--- src/design/tbgd_pkg.sv ---
// ----------------------------------------------------------------------------
// tbgd_pkg: shared types and constants
// Field widths, register indexes, mode codes and the structs passed between
// the gesture detector modules.
// ----------------------------------------------------------------------------
package tbgd_pkg;

  localparam int unsigned SampleW = 24;
  localparam int unsigned TimeW   = 32;
  localparam int unsigned MsCfgW  = 16;
  localparam int unsigned CountW  = 8;
  localparam int unsigned ModeW   = 3;
  localparam int unsigned CfgIdxW = 8;
  localparam int unsigned CfgDatW = 24;

  // stream payload widths, padded to whole bytes
  localparam int unsigned InDataW  = 56;
  localparam int unsigned OutDataW = 48;

  // register indexes
  localparam logic [CfgIdxW-1:0] RegThreshold = 8'd0;
  localparam logic [CfgIdxW-1:0] RegSettle    = 8'd1;
  localparam logic [CfgIdxW-1:0] RegLongPress = 8'd2;
  localparam logic [CfgIdxW-1:0] RegClickGap  = 8'd3;

  // register reset values
  localparam logic [SampleW-1:0] ThresholdRst = 24'd500;
  localparam logic [MsCfgW-1:0]  SettleRst    = 16'd10;
  localparam logic [MsCfgW-1:0]  LongPressRst = 16'd500;
  localparam logic [MsCfgW-1:0]  ClickGapRst  = 16'd300;

  // mode codes
  localparam logic [ModeW-1:0] ModeIdle  = 3'd0;
  localparam logic [ModeW-1:0] ModeHeld  = 3'd1;
  localparam logic [ModeW-1:0] ModeGap   = 3'd2;
  localparam logic [ModeW-1:0] ModeLong  = 3'd3;
  localparam logic [ModeW-1:0] ModeClick = 3'd4;

  typedef struct packed {
    logic [SampleW-1:0] touch_threshold;
    logic [MsCfgW-1:0]  settle_ms;
    logic [MsCfgW-1:0]  long_press_ms;
    logic [MsCfgW-1:0]  click_gap_ms;
  } cfg_t;

  typedef struct packed {
    logic [TimeW-1:0]   now_ms;
    logic [SampleW-1:0] sample;
  } item_t;

  typedef struct packed {
    logic [TimeW-1:0]  hold_ms;
    logic [CountW-1:0] press_count;
    logic              long_valid;
    logic              click_valid;
    logic              release_edge;
    logic              press_edge;
  } result_t;

endpackage

--- src/design/tbgd_cfg_regs.sv ---
// ----------------------------------------------------------------------------
// tbgd_cfg_regs: configuration register file
// Four threshold and timing registers written through an indexed port.
// ----------------------------------------------------------------------------
module tbgd_cfg_regs
  import tbgd_pkg::*;
(
  input  logic               clk_i,
  input  logic               rst_ni,
  input  logic               wr_en_i,
  input  logic [CfgIdxW-1:0] wr_index_i,
  input  logic [CfgDatW-1:0] wr_data_i,
  output cfg_t               cfg_o
);

  cfg_t cfg_q, cfg_d;

  always_comb begin
    cfg_d = cfg_q;
    if (wr_en_i) begin
      case (wr_index_i)
        RegThreshold: cfg_d.touch_threshold = wr_data_i[SampleW-1:0];
        RegSettle:    cfg_d.settle_ms       = wr_data_i[MsCfgW-1:0];
        RegLongPress: cfg_d.long_press_ms   = wr_data_i[MsCfgW-1:0];
        RegClickGap:  cfg_d.click_gap_ms    = wr_data_i[MsCfgW-1:0];
        default:      cfg_d = cfg_q;  // unknown index ignored
      endcase
    end
  end

  always_ff @(posedge clk_i or negedge rst_ni) begin
    if (!rst_ni) begin
      cfg_q.touch_threshold <= ThresholdRst;
      cfg_q.settle_ms       <= SettleRst;
      cfg_q.long_press_ms   <= LongPressRst;
      cfg_q.click_gap_ms    <= ClickGapRst;
    end else begin
      cfg_q <= cfg_d;
    end
  end

  assign cfg_o = cfg_q;

endmodule

--- src/design/tbgd_core.sv ---
// ----------------------------------------------------------------------------
// tbgd_core: gesture mode machine
// Edge detection, press counting and click / long press decisions for one
// item; state advances when the item is handed to the result register.
// ----------------------------------------------------------------------------
module tbgd_core
  import tbgd_pkg::*;
(
  input  logic    clk_i,
  input  logic    rst_ni,
  input  logic    step_i,
  input  item_t   item_i,
  input  cfg_t    cfg_i,
  output result_t result_o
);

  logic [ModeW-1:0]  mode_q, mode_d;
  logic [ModeW-1:0]  prior_q;
  logic              touch_q;
  logic [CountW-1:0] count_q, count_d;
  logic [TimeW-1:0]  mark_q, mark_d;

  logic             level, pressed, released, entered;
  logic [TimeW-1:0] diff;
  logic             over_settle, over_long, over_gap;

  assign level    = item_i.sample > cfg_i.touch_threshold;
  assign pressed  = level & ~touch_q;
  assign released = ~level & touch_q;
  assign entered  = prior_q != mode_q;

  // on entry the mark is reloaded with now, so the elapsed time is zero
  assign diff        = entered ? '0 : item_i.now_ms - mark_q;
  assign over_settle = diff > {{(TimeW-MsCfgW){1'b0}}, cfg_i.settle_ms};
  assign over_long   = diff > {{(TimeW-MsCfgW){1'b0}}, cfg_i.long_press_ms};
  assign over_gap    = diff > {{(TimeW-MsCfgW){1'b0}}, cfg_i.click_gap_ms};

  always_comb begin
    mode_d   = mode_q;
    count_d  = count_q;
    mark_d   = mark_q;
    result_o = '0;
    case (mode_q)
      ModeIdle: begin
        count_d = '0;
        if (pressed) mode_d = ModeHeld;
      end
      ModeHeld: begin
        if (entered) begin
          count_d = count_q + 1'b1;
          mark_d  = item_i.now_ms;
        end
        if (released && over_settle) mode_d = ModeGap;
        if (over_long) mode_d = ModeLong;  // long press wins
      end
      ModeGap: begin
        if (entered) mark_d = item_i.now_ms;
        if (pressed) mode_d = ModeHeld;
        if (over_gap) mode_d = ModeClick;  // report wins over new press
      end
      ModeLong: begin
        if (entered) mark_d = item_i.now_ms;
        if (released) mode_d = ModeIdle;
        result_o.long_valid = 1'b1;
        result_o.hold_ms    = diff;
      end
      ModeClick: begin
        result_o.click_valid = 1'b1;
        mode_d = ModeIdle;
      end
      default: mode_d = mode_q;
    endcase
    result_o.press_edge   = pressed;
    result_o.release_edge = released;
    result_o.press_count  = count_d;
  end

  always_ff @(posedge clk_i or negedge rst_ni) begin
    if (!rst_ni) begin
      mode_q  <= ModeIdle;
      prior_q <= ModeIdle;
      touch_q <= 1'b0;
      count_q <= '0;
      mark_q  <= '0;
    end else if (step_i) begin
      mode_q  <= mode_d;
      prior_q <= mode_q;
      touch_q <= level;
      count_q <= count_d;
      mark_q  <= mark_d;
    end
  end

endmodule

--- src/design/touch_button_gesture_detector_top.sv ---
// ----------------------------------------------------------------------------
// touch_button_gesture_detector_top: touch button gesture detector
// Turns a stream of sensor readings with timestamps into press / release
// edges, click series reports and long press reports, one result per item.
// ----------------------------------------------------------------------------
//  channel   | direction | payload (low bit first)
//  ----------+-----------+--------------------------------------------------
//  s_axis    | in        | sample[23:0], now_ms[55:24]
//  m_axis    | out       | press_edge, release_edge, click_valid, long_valid,
//            |           | press_count[11:4], hold_ms[43:12], zero pad
//  cfg       | in        | index (0..3), data (low bits used)
//
//  one request in, one result out; an accepted request sits in the input
//  register until its result moves into the output register, once that is
//  free or being drained; throughput is one request per cycle while the
//  output is not stalled; the mode machine step is the only logic between
//  the two registers; the input register accepts when it is empty or when
//  its held request moves on to the output register this cycle
//  reset clears both valid flags, the mode state and loads register defaults
//  cfg_ready_o is always high
// ----------------------------------------------------------------------------
module touch_button_gesture_detector_top
  import tbgd_pkg::*;
(
  input  logic                clk_i,
  input  logic                rst_ni,
  // input requests
  input  logic                s_axis_tvalid_i,
  output logic                s_axis_tready_o,
  input  logic [InDataW-1:0]  s_axis_tdata_i,   // sample[23:0], now_ms[55:24]
  // results
  output logic                m_axis_tvalid_o,
  input  logic                m_axis_tready_i,
  output logic [OutDataW-1:0] m_axis_tdata_o,   // press_edge, release_edge,
                                                // click_valid, long_valid,
                                                // press_count[11:4],
                                                // hold_ms[43:12], pad
  // configuration writes
  input  logic                cfg_valid_i,
  output logic                cfg_ready_o,
  input  logic [CfgIdxW-1:0]  cfg_index_i,
  input  logic [CfgDatW-1:0]  cfg_data_i
);

  cfg_t    cfg;
  item_t   in_q;
  logic    in_valid_q;
  result_t out_q;
  logic    out_valid_q;
  result_t step_result;
  logic    advance;
  logic    in_take;

  // config registers, always writable
  assign cfg_ready_o = 1'b1;

  tbgd_cfg_regs u_cfg_regs (
    .clk_i      (clk_i),
    .rst_ni     (rst_ni),
    .wr_en_i    (cfg_valid_i),
    .wr_index_i (cfg_index_i),
    .wr_data_i  (cfg_data_i),
    .cfg_o      (cfg)
  );

  // move the held request into the result register when that one is free
  assign advance         = in_valid_q & (~out_valid_q | m_axis_tready_i);
  assign s_axis_tready_o = ~in_valid_q | advance;
  assign in_take         = s_axis_tvalid_i & s_axis_tready_o;

  // input register: valid flag reset, payload loaded on accept
  always_ff @(posedge clk_i or negedge rst_ni) begin
    if (!rst_ni) begin
      in_valid_q <= 1'b0;
    end else if (s_axis_tready_o) begin
      in_valid_q <= s_axis_tvalid_i;
    end
  end

  always_ff @(posedge clk_i) begin
    if (in_take) begin
      in_q.sample <= s_axis_tdata_i[SampleW-1:0];
      in_q.now_ms <= s_axis_tdata_i[SampleW+TimeW-1:SampleW];
    end
  end

  // mode machine, steps exactly once per request
  tbgd_core u_core (
    .clk_i    (clk_i),
    .rst_ni   (rst_ni),
    .step_i   (advance),
    .item_i   (in_q),
    .cfg_i    (cfg),
    .result_o (step_result)
  );

  // result register
  always_ff @(posedge clk_i or negedge rst_ni) begin
    if (!rst_ni) begin
      out_valid_q <= 1'b0;
    end else if (advance) begin
      out_valid_q <= 1'b1;
    end else if (m_axis_tready_i) begin
      out_valid_q <= 1'b0;
    end
  end

  always_ff @(posedge clk_i) begin
    if (advance) begin
      out_q <= step_result;
    end
  end

  assign m_axis_tvalid_o = out_valid_q;
  assign m_axis_tdata_o  = {{(OutDataW-$bits(result_t)){1'b0}}, out_q};

endmodule

--- config.mk ---
export PLATFORM = sky130hd
export DESIGN_NAME = touch_button_gesture_detector_top
export DESIGN_NICKNAME = d
export VERILOG_FILES = /design/src/design/tbgd_pkg.sv /design/src/design/tbgd_cfg_regs.sv /design/src/design/tbgd_core.sv /design/src/design/touch_button_gesture_detector_top.sv
export SDC_FILE = /design/constraint.sdc
export NUM_CORES = 1
export LEC_CHECK = 0
export BUFFER_PORTS_ARGS = -buffer_cell sky130_fd_sc_hd__buf_2
export CELL_PAD_IN_SITES_DETAIL_PLACEMENT = 1
export CELL_PAD_IN_SITES_GLOBAL_PLACEMENT = 2
export CORE_MARGIN = 5
export CORE_UTILIZATION = 36
export CTS_BUF_LIST = sky130_fd_sc_hd__clkbuf_4 sky130_fd_sc_hd__clkbuf_8
export DETAILED_ROUTE_END_ITERATION = 10
export PLACE_DENSITY_LB_ADDON = 0.1
export SETUP_SLACK_MARGIN = 0.3
export SLEW_MARGIN = 5
export SYNTH_ARGS = -nofsm -noshare
export SYNTH_HDL_FRONTEND = slang
export SYNTH_SLANG_ARGS = --single-unit
--- constraint.sdc ---
create_clock -name clk_i -period 4.8 [get_ports clk_i]
set_input_delay 0.96 -clock clk_i [delete_from_list [all_inputs] [get_ports clk_i]]
set_output_delay 0.96 -clock clk_i [all_outputs]
set_load 0.005 [all_outputs]
# Word-level counts from Yosys, hierarchy flattened
# Index checks and enable logic that the tools add are counted.
[totals]
romBits = 0
latch_bits = 0
ff_bits = 221
memories = 0
output_inout_bits = 51
word_cells = 70
ram_bits = 0
[classes]
addsub = 2
order_cmp = 4
muxes = 13
eq_ne = 10
reduce_logical = 12
bitwise = 10
div = 0
n_mul = 0
shift = 0
[ops]
columns = ["op", "n"]
rows = [
  ["32-bit by 16-bit > comparator with 1-bit output", 3],
  ["32-bit 2-to-1 mux", 1],
  ["32-bit subtractor", 1],
  ["24-bit > comparator", 1],
  ["8-bit by 2-bit == test with 1-bit output, second input constant", 2],
  ["8-bit one-hot mux with 2 select lines", 1],
  ["3-bit 2-to-1 mux", 5],
  ["3-bit one-hot mux with 5 select lines", 1],
  ["8-bit by 1-bit adder with 8-bit output, second input constant", 1],
  ["8-bit by 1-bit == test with 1-bit output, second input constant", 1],
  ["8-bit logical NOT", 1],
  ["8-bit 2-to-1 mux", 1],
  ["2-bit AND reduction", 4],
  ["3-bit by 2-bit == test with 1-bit output, second input constant", 2],
  ["5-bit nonzero test", 1],
  ["1-bit bitwise AND", 4],
  ["1-bit 2-to-1 mux", 4],
  ["1-bit inverter", 4],
  ["4-bit AND reduction", 1],
  ["3-bit by 1-bit == test with 1-bit output, second input constant", 1],
  ["3-bit == test, second input constant", 1],
  ["3-bit logical NOT", 1],
  ["3-bit by 1-bit != test with 1-bit output, second input constant", 1],
  ["3-bit != test", 1],
  ["other kinds (6)", 7],
]

# Longest topological paths before layout
[logic_depth]
word_depth = 7
mapped_depth = 23

# Hierarchy
# A second synthesis with hierarchy kept.
[hier_totals]
hier_cells = 1099
area_unflattened_um2 = 12399.4
[modules_own_cells]
columns = ["mod", "cells_each", "instances", "area_each_um2"]
rows = [
  ["tbgd_core", 828, 1, 6467.5],
  ["touch_button_gesture_detector_top", 115, 1, 3151.8],
  ["tbgd_cfg_regs", 156, 1, 2780.2],
]

# Least setup slack after synthesis
# Ideal clock, no wire load.
[synth_path]
path_kind = "flip-flop to flip-flop"
startpoint = "reg in_q[28] (netlist name)"
endpoint = "reg u_core.mode_q[2]"
n_path_buf = 0
required_time_ns = 4.671
setup_slack_ns = 0.667
synth_period_minus_slack_ns = 4.133
setup_ns = 0.129
arrival_ns = 4.005
stages_incl_launch_ff = 22
path_cell_list = "edfxtp_1 -> ha_1 -> and2_4 -> a221oi_2 -> nand2_1 -> and2_1 -> o21a_1 -> nor2_1 -> o21ai_0 -> a21oi_1 -> xnor2_1 -> and2_1 -> ha_1 -> a21o_1 -> a21o_1 -> a21oi_1 -> o21ai_0 -> a211oi_1 -> o21ai_0 -> a311oi_1 -> a31oi_2 -> mux2i_1"
[synth_via]
elab_chain_cells = 6
[synth_rtl]
columns = ["element", "line", "rtl"]
rows = [
  ["from (decl)", "touch_button_gesture_detector_top.sv:46", "item_t in_q;"],
  ["32-bit subtractor (*)", "tbgd_core.sv:33", "assign diff = entered ? '0 : item_i.now_ms - mark_q;"],
  ["32-bit 2-to-1 mux (*)", "tbgd_core.sv:33", ""],
  ["via u_core.diff[9]", "tbgd_core.sv:24", "logic [TimeW-1:0] diff;"],
  ["32-bit by 16-bit > comparator with 1-bit output", "tbgd_core.sv:34", "assign over_settle = diff > {{(TimeW-MsCfgW){1'b0}}, cfg_i.settle_ms};"],
  ["1-bit logical AND", "tbgd_core.sv:53", "if (released && over_settle) mode_d = ModeGap;"],
  ["3-bit by 1-bit != test with 1-bit output (no line)", "--", ""],
  ["4-bit AND reduction (no line)", "--", ""],
  ["to (signal assigned)", "tbgd_core.sv:80", "mode_q <= ModeIdle;"],
  ["to (signal assigned)", "tbgd_core.sv:86", "mode_q <= mode_d;"],
  ["to (decl)", "tbgd_core.sv:17", "logic [ModeW-1:0] mode_q, mode_d;"],
]
# Mark *: on every way through the listed nets, which the timed path passes. The rest lies on a longest branch.
# A chain may end at the register's enable or synchronous reset.

# Worst setup path after layout
[layout_path]
startpoint = "reg in_q[28] (netlist name)"
endpoint = "reg u_core.mode_q[0]"
# The elaborated chain is that of the path after synthesis.

==> run metrics <==
r2r worst-path depth 22; arrival time at the worst endpoint around 4.8 ns; ys async rst share approximately 55%; CTS Buf Count 42; final HPWL from detailed placement ~25,000 um; Core Region approximately 0.033 mm^2; synthesis-to-layout area growth 18.42%; Final ANT Viol Nets 0; fmax roughly 0.23 GHz; Tmin final roughly 4.3 ns; GRT Overall Usage 17.84%; synthesized cell area 0.01203 mm^2; XOR/XNOR Fraction of Synth Area 1.675%; most common cell after layout, fill and taps aside buf_2; largest family of logic cells by synthesized area compound AO/OA/AOI/OAI gates; Setup crit end kind register; Fill cells approximately 3,800; Congestion Overflow GR 0; Final period util 88.76%; final net count about 1,500; vias in the first global route roughly 9,600; post-synthesis average cell area between 10 and 15 um^2; Hold Fails Final Rpt 0; RSZ-0062 raised after global routing no; worst-path fanout max 4; mux cell area share after synthesis between 5 and 6%; Peak VDD IR ~0.25 mV; DR WL/cell around 18 um; final setup violating endpoints 0; Power Dens Cells ~610 mW/mm^2; drt pass-1 iters 4; sequential area share after synthesis 50.34%; initial antenna violation count 0; Root Buffer clkbuf_8; Lkg Pwr around 0.0065 uW; Via density about 5.0; critical path startpoint category register; # H-tree levels 2; Syn Inst Count 1,136; clk_skew roughly 0.026 ns; # clock sinks about 220; Max Root-Sink Buffers 3; # IOs 144; Post-synth EDFFs 100; GP Congestion ~0.83; Critical Path RT between 5 and 6 ns; CTS Hold Buffers Added 0; max_cap viols 0; Adder-Cell Fraction of Synth Area between 10% and 20%; clk_lat worst skew slightly below 0.6 ns; setup TNS 0 ns; pin count of the biggest net entering global routing between 60 and 70; # DRC 0; synth warn 0; area occupied by multi-input gates between 0.005 and 0.006 mm^2; layout cell share with drive strength beyond 1 between 20% and 30%; complex-gate fraction of the synthesized area approximately 13%; status finished, final reports clean; Max Slew Vio Count 0; Hold WC Path Type register to register; Rel. slew slack between 30% and 40%; I/O Buffers 138; Initial Utilization 36.13%; synth unique cells a little over 70; Die W ~190 um; Synth Flop Type dfrtp_1; row count between 60 and 70; Die Span Y slightly below 200 um; Setup CP Type register to register; most frequent cells in the layout 137 x buf_2, 133 x nand2_1, 107 x inv_1; global-route wire length before repair 51,780 um; Worst-Margin Slew ~0.94 ns; Hold WS around 0.50 ns; Starting DRT DRC Count 325; drt total wl roughly 33,000 um; n_diodes 0; total power between 8000 and 9000 uW; Die Area around 0.037 mm^2; hold depth 2; Synth Area in Simple Gates 13.25%; clock-pin slew on the worst setup and hold paths 0.06 ns; routed vias 8,890; Yosys reg bits approximately 220; Reg area around 0.0061 mm^2; CTS tree done
[metal layers]
layer	global-route usage, %	vias up	routed length (um)	share of wire, %
met4	5.513	0	679	2.1
met2	29.60	149	15440	47
met5	0	-	0	0
met3	3.057	50	1351	4.1
li1	-	4375	-	-
met1	23.90	4316	15200	47
[synth_stat cells, drive strengths merged, types with 3 or more instances]
cell / count / area, um^2
nand2b: 9 / 56.30
mux2: 51 / 574.3
xnor2: 14 / 122.6
a31oi: 7 / 50.05
dfrtp: 103 / 2577
nand4: 22 / 137.6
nand3b: 3 / 22.52
and4: 3 / 26.28
and2: 21 / 135.1
buf: 6 / 41.29
o31ai: 3 / 36.28
dfstp: 18 / 473.0
clkbuf: 32 / 120.1
or3: 5 / 36.28
nand3: 21 / 110.1
nor3: 14 / 70.07
o32ai: 3 / 33.79
nor4: 5 / 37.53
nor2b: 9 / 56.30
a21o: 28 / 211.5
mux2i: 9 / 90.09
xor2: 9 / 78.83
a311oi: 3 / 26.28
nor2: 47 / 176.4
and3: 18 / 112.6
and3b: 5 / 46.30
ha: 104 / 1301
a21boi: 5 / 37.54
nor3b: 4 / 30.03
a211oi: 7 / 57.55
o211ai: 6 / 45.04
inv: 110 / 412.9
nand2: 133 / 499.2
edfxtp: 100 / 3003
o21ai: 96 / 480.5
o21a: 15 / 112.6
o21bai: 3 / 22.52
a21oi: 58 / 294.0
[path summary, 6_finish.rpt]
check                                     from  slack, ns                  end
min in group asynchronous               rst_ni       0.52    u_core.count_q[6]
worst max register to register        in_q[28]       0.54     u_core.mode_q[0]
worst min-delay path            u_core.touch_q       0.50       u_core.touch_q
worst min register to register  u_core.touch_q       0.50       u_core.touch_q
worst max-delay path                  in_q[28]       0.54     u_core.mode_q[0]
max in group asynchronous               rst_ni       3.35  u_cfg_regs.cfg_o[2]
[worst max-delay path, stage by stage (launching register included)]
cell and delay, ns:
edfxtp_1 0.42, ha_4 0.27, and2_4 0.17, a221oi_4 0.24, nand2_1 0.10, and2_1 0.18, o21a_1 0.17, nor2_2 0.13
o21ai_0 0.09, a21oi_1 0.17, xnor2_1 0.11, and2_4 0.17, buf_4 0.13, ha_1 0.28, a21o_1 0.18, a21o_1 0.18
a21oi_2 0.14, o21ai_1 0.09, a311o_1 0.36, nand2_1 0.09, nor3b_2 0.17, a31oi_1 0.12, o32ai_2 0.20
[sequential cells by signal (all words and copies together) (netlist names)]
register,count
in_q,56
in_valid_q,1
m_axis_tdata_o,44
m_axis_tvalid_o,1
u_cfg_regs.cfg_o,72
u_core.count_q,8
u_core.mark_q,32
u_core.mode_q,3
u_core.prior_q,3
u_core.touch_q,1
[final cells by class]
cell class,count,share of cell area (%)
Clock buffer,72,5.905
Clock inverter,6,0.2548
Inverter,110,2.900
Multi-Input combinational cell,770,38.57
Timing Repair Buffer,158,5.922
Tap cell,448,3.936
Sequential cell,221,42.51
[logic make-up after synthesis]
logic type      Yosys count
compound gates          253
xor+xnor                 23
fa+ha+maj               105
mux                      60
flops                   221
other cells               2
buf+inv                 148
simple gates            324
[metrics by stage]
step / instances / instance area, um^2 / util [%] / setup WS (ns)
floorplan: 1139 / 12040 / - / 0.6667
global placement: 1701 / 13250 / 39.80 / 0.1969
detailed placement: 1701 / 13250 / 39.80 / 0.1184
CTS: 1779 / 14160 / 42.54 / 0.3126
global route: 1785 / 14240 / 42.79 / 0.2781
finish: 1785 / 14240 / 42.79 / 0.5394
[power breakdown]
part	total (uW)	internal, uW	switching, uW
sequential	2480	2340	141
combinational	4370	1780	2600
clock	1910	1100	805
[what timing repair did]
action	in CTS	in global routing
setup buffers	0	6
gates resized for setup	5	12
gates cloned	0	0
setup endpoints to repair	3	3
pin swaps	2	14
No activity file was read; power rests on OpenSTA's default activity.
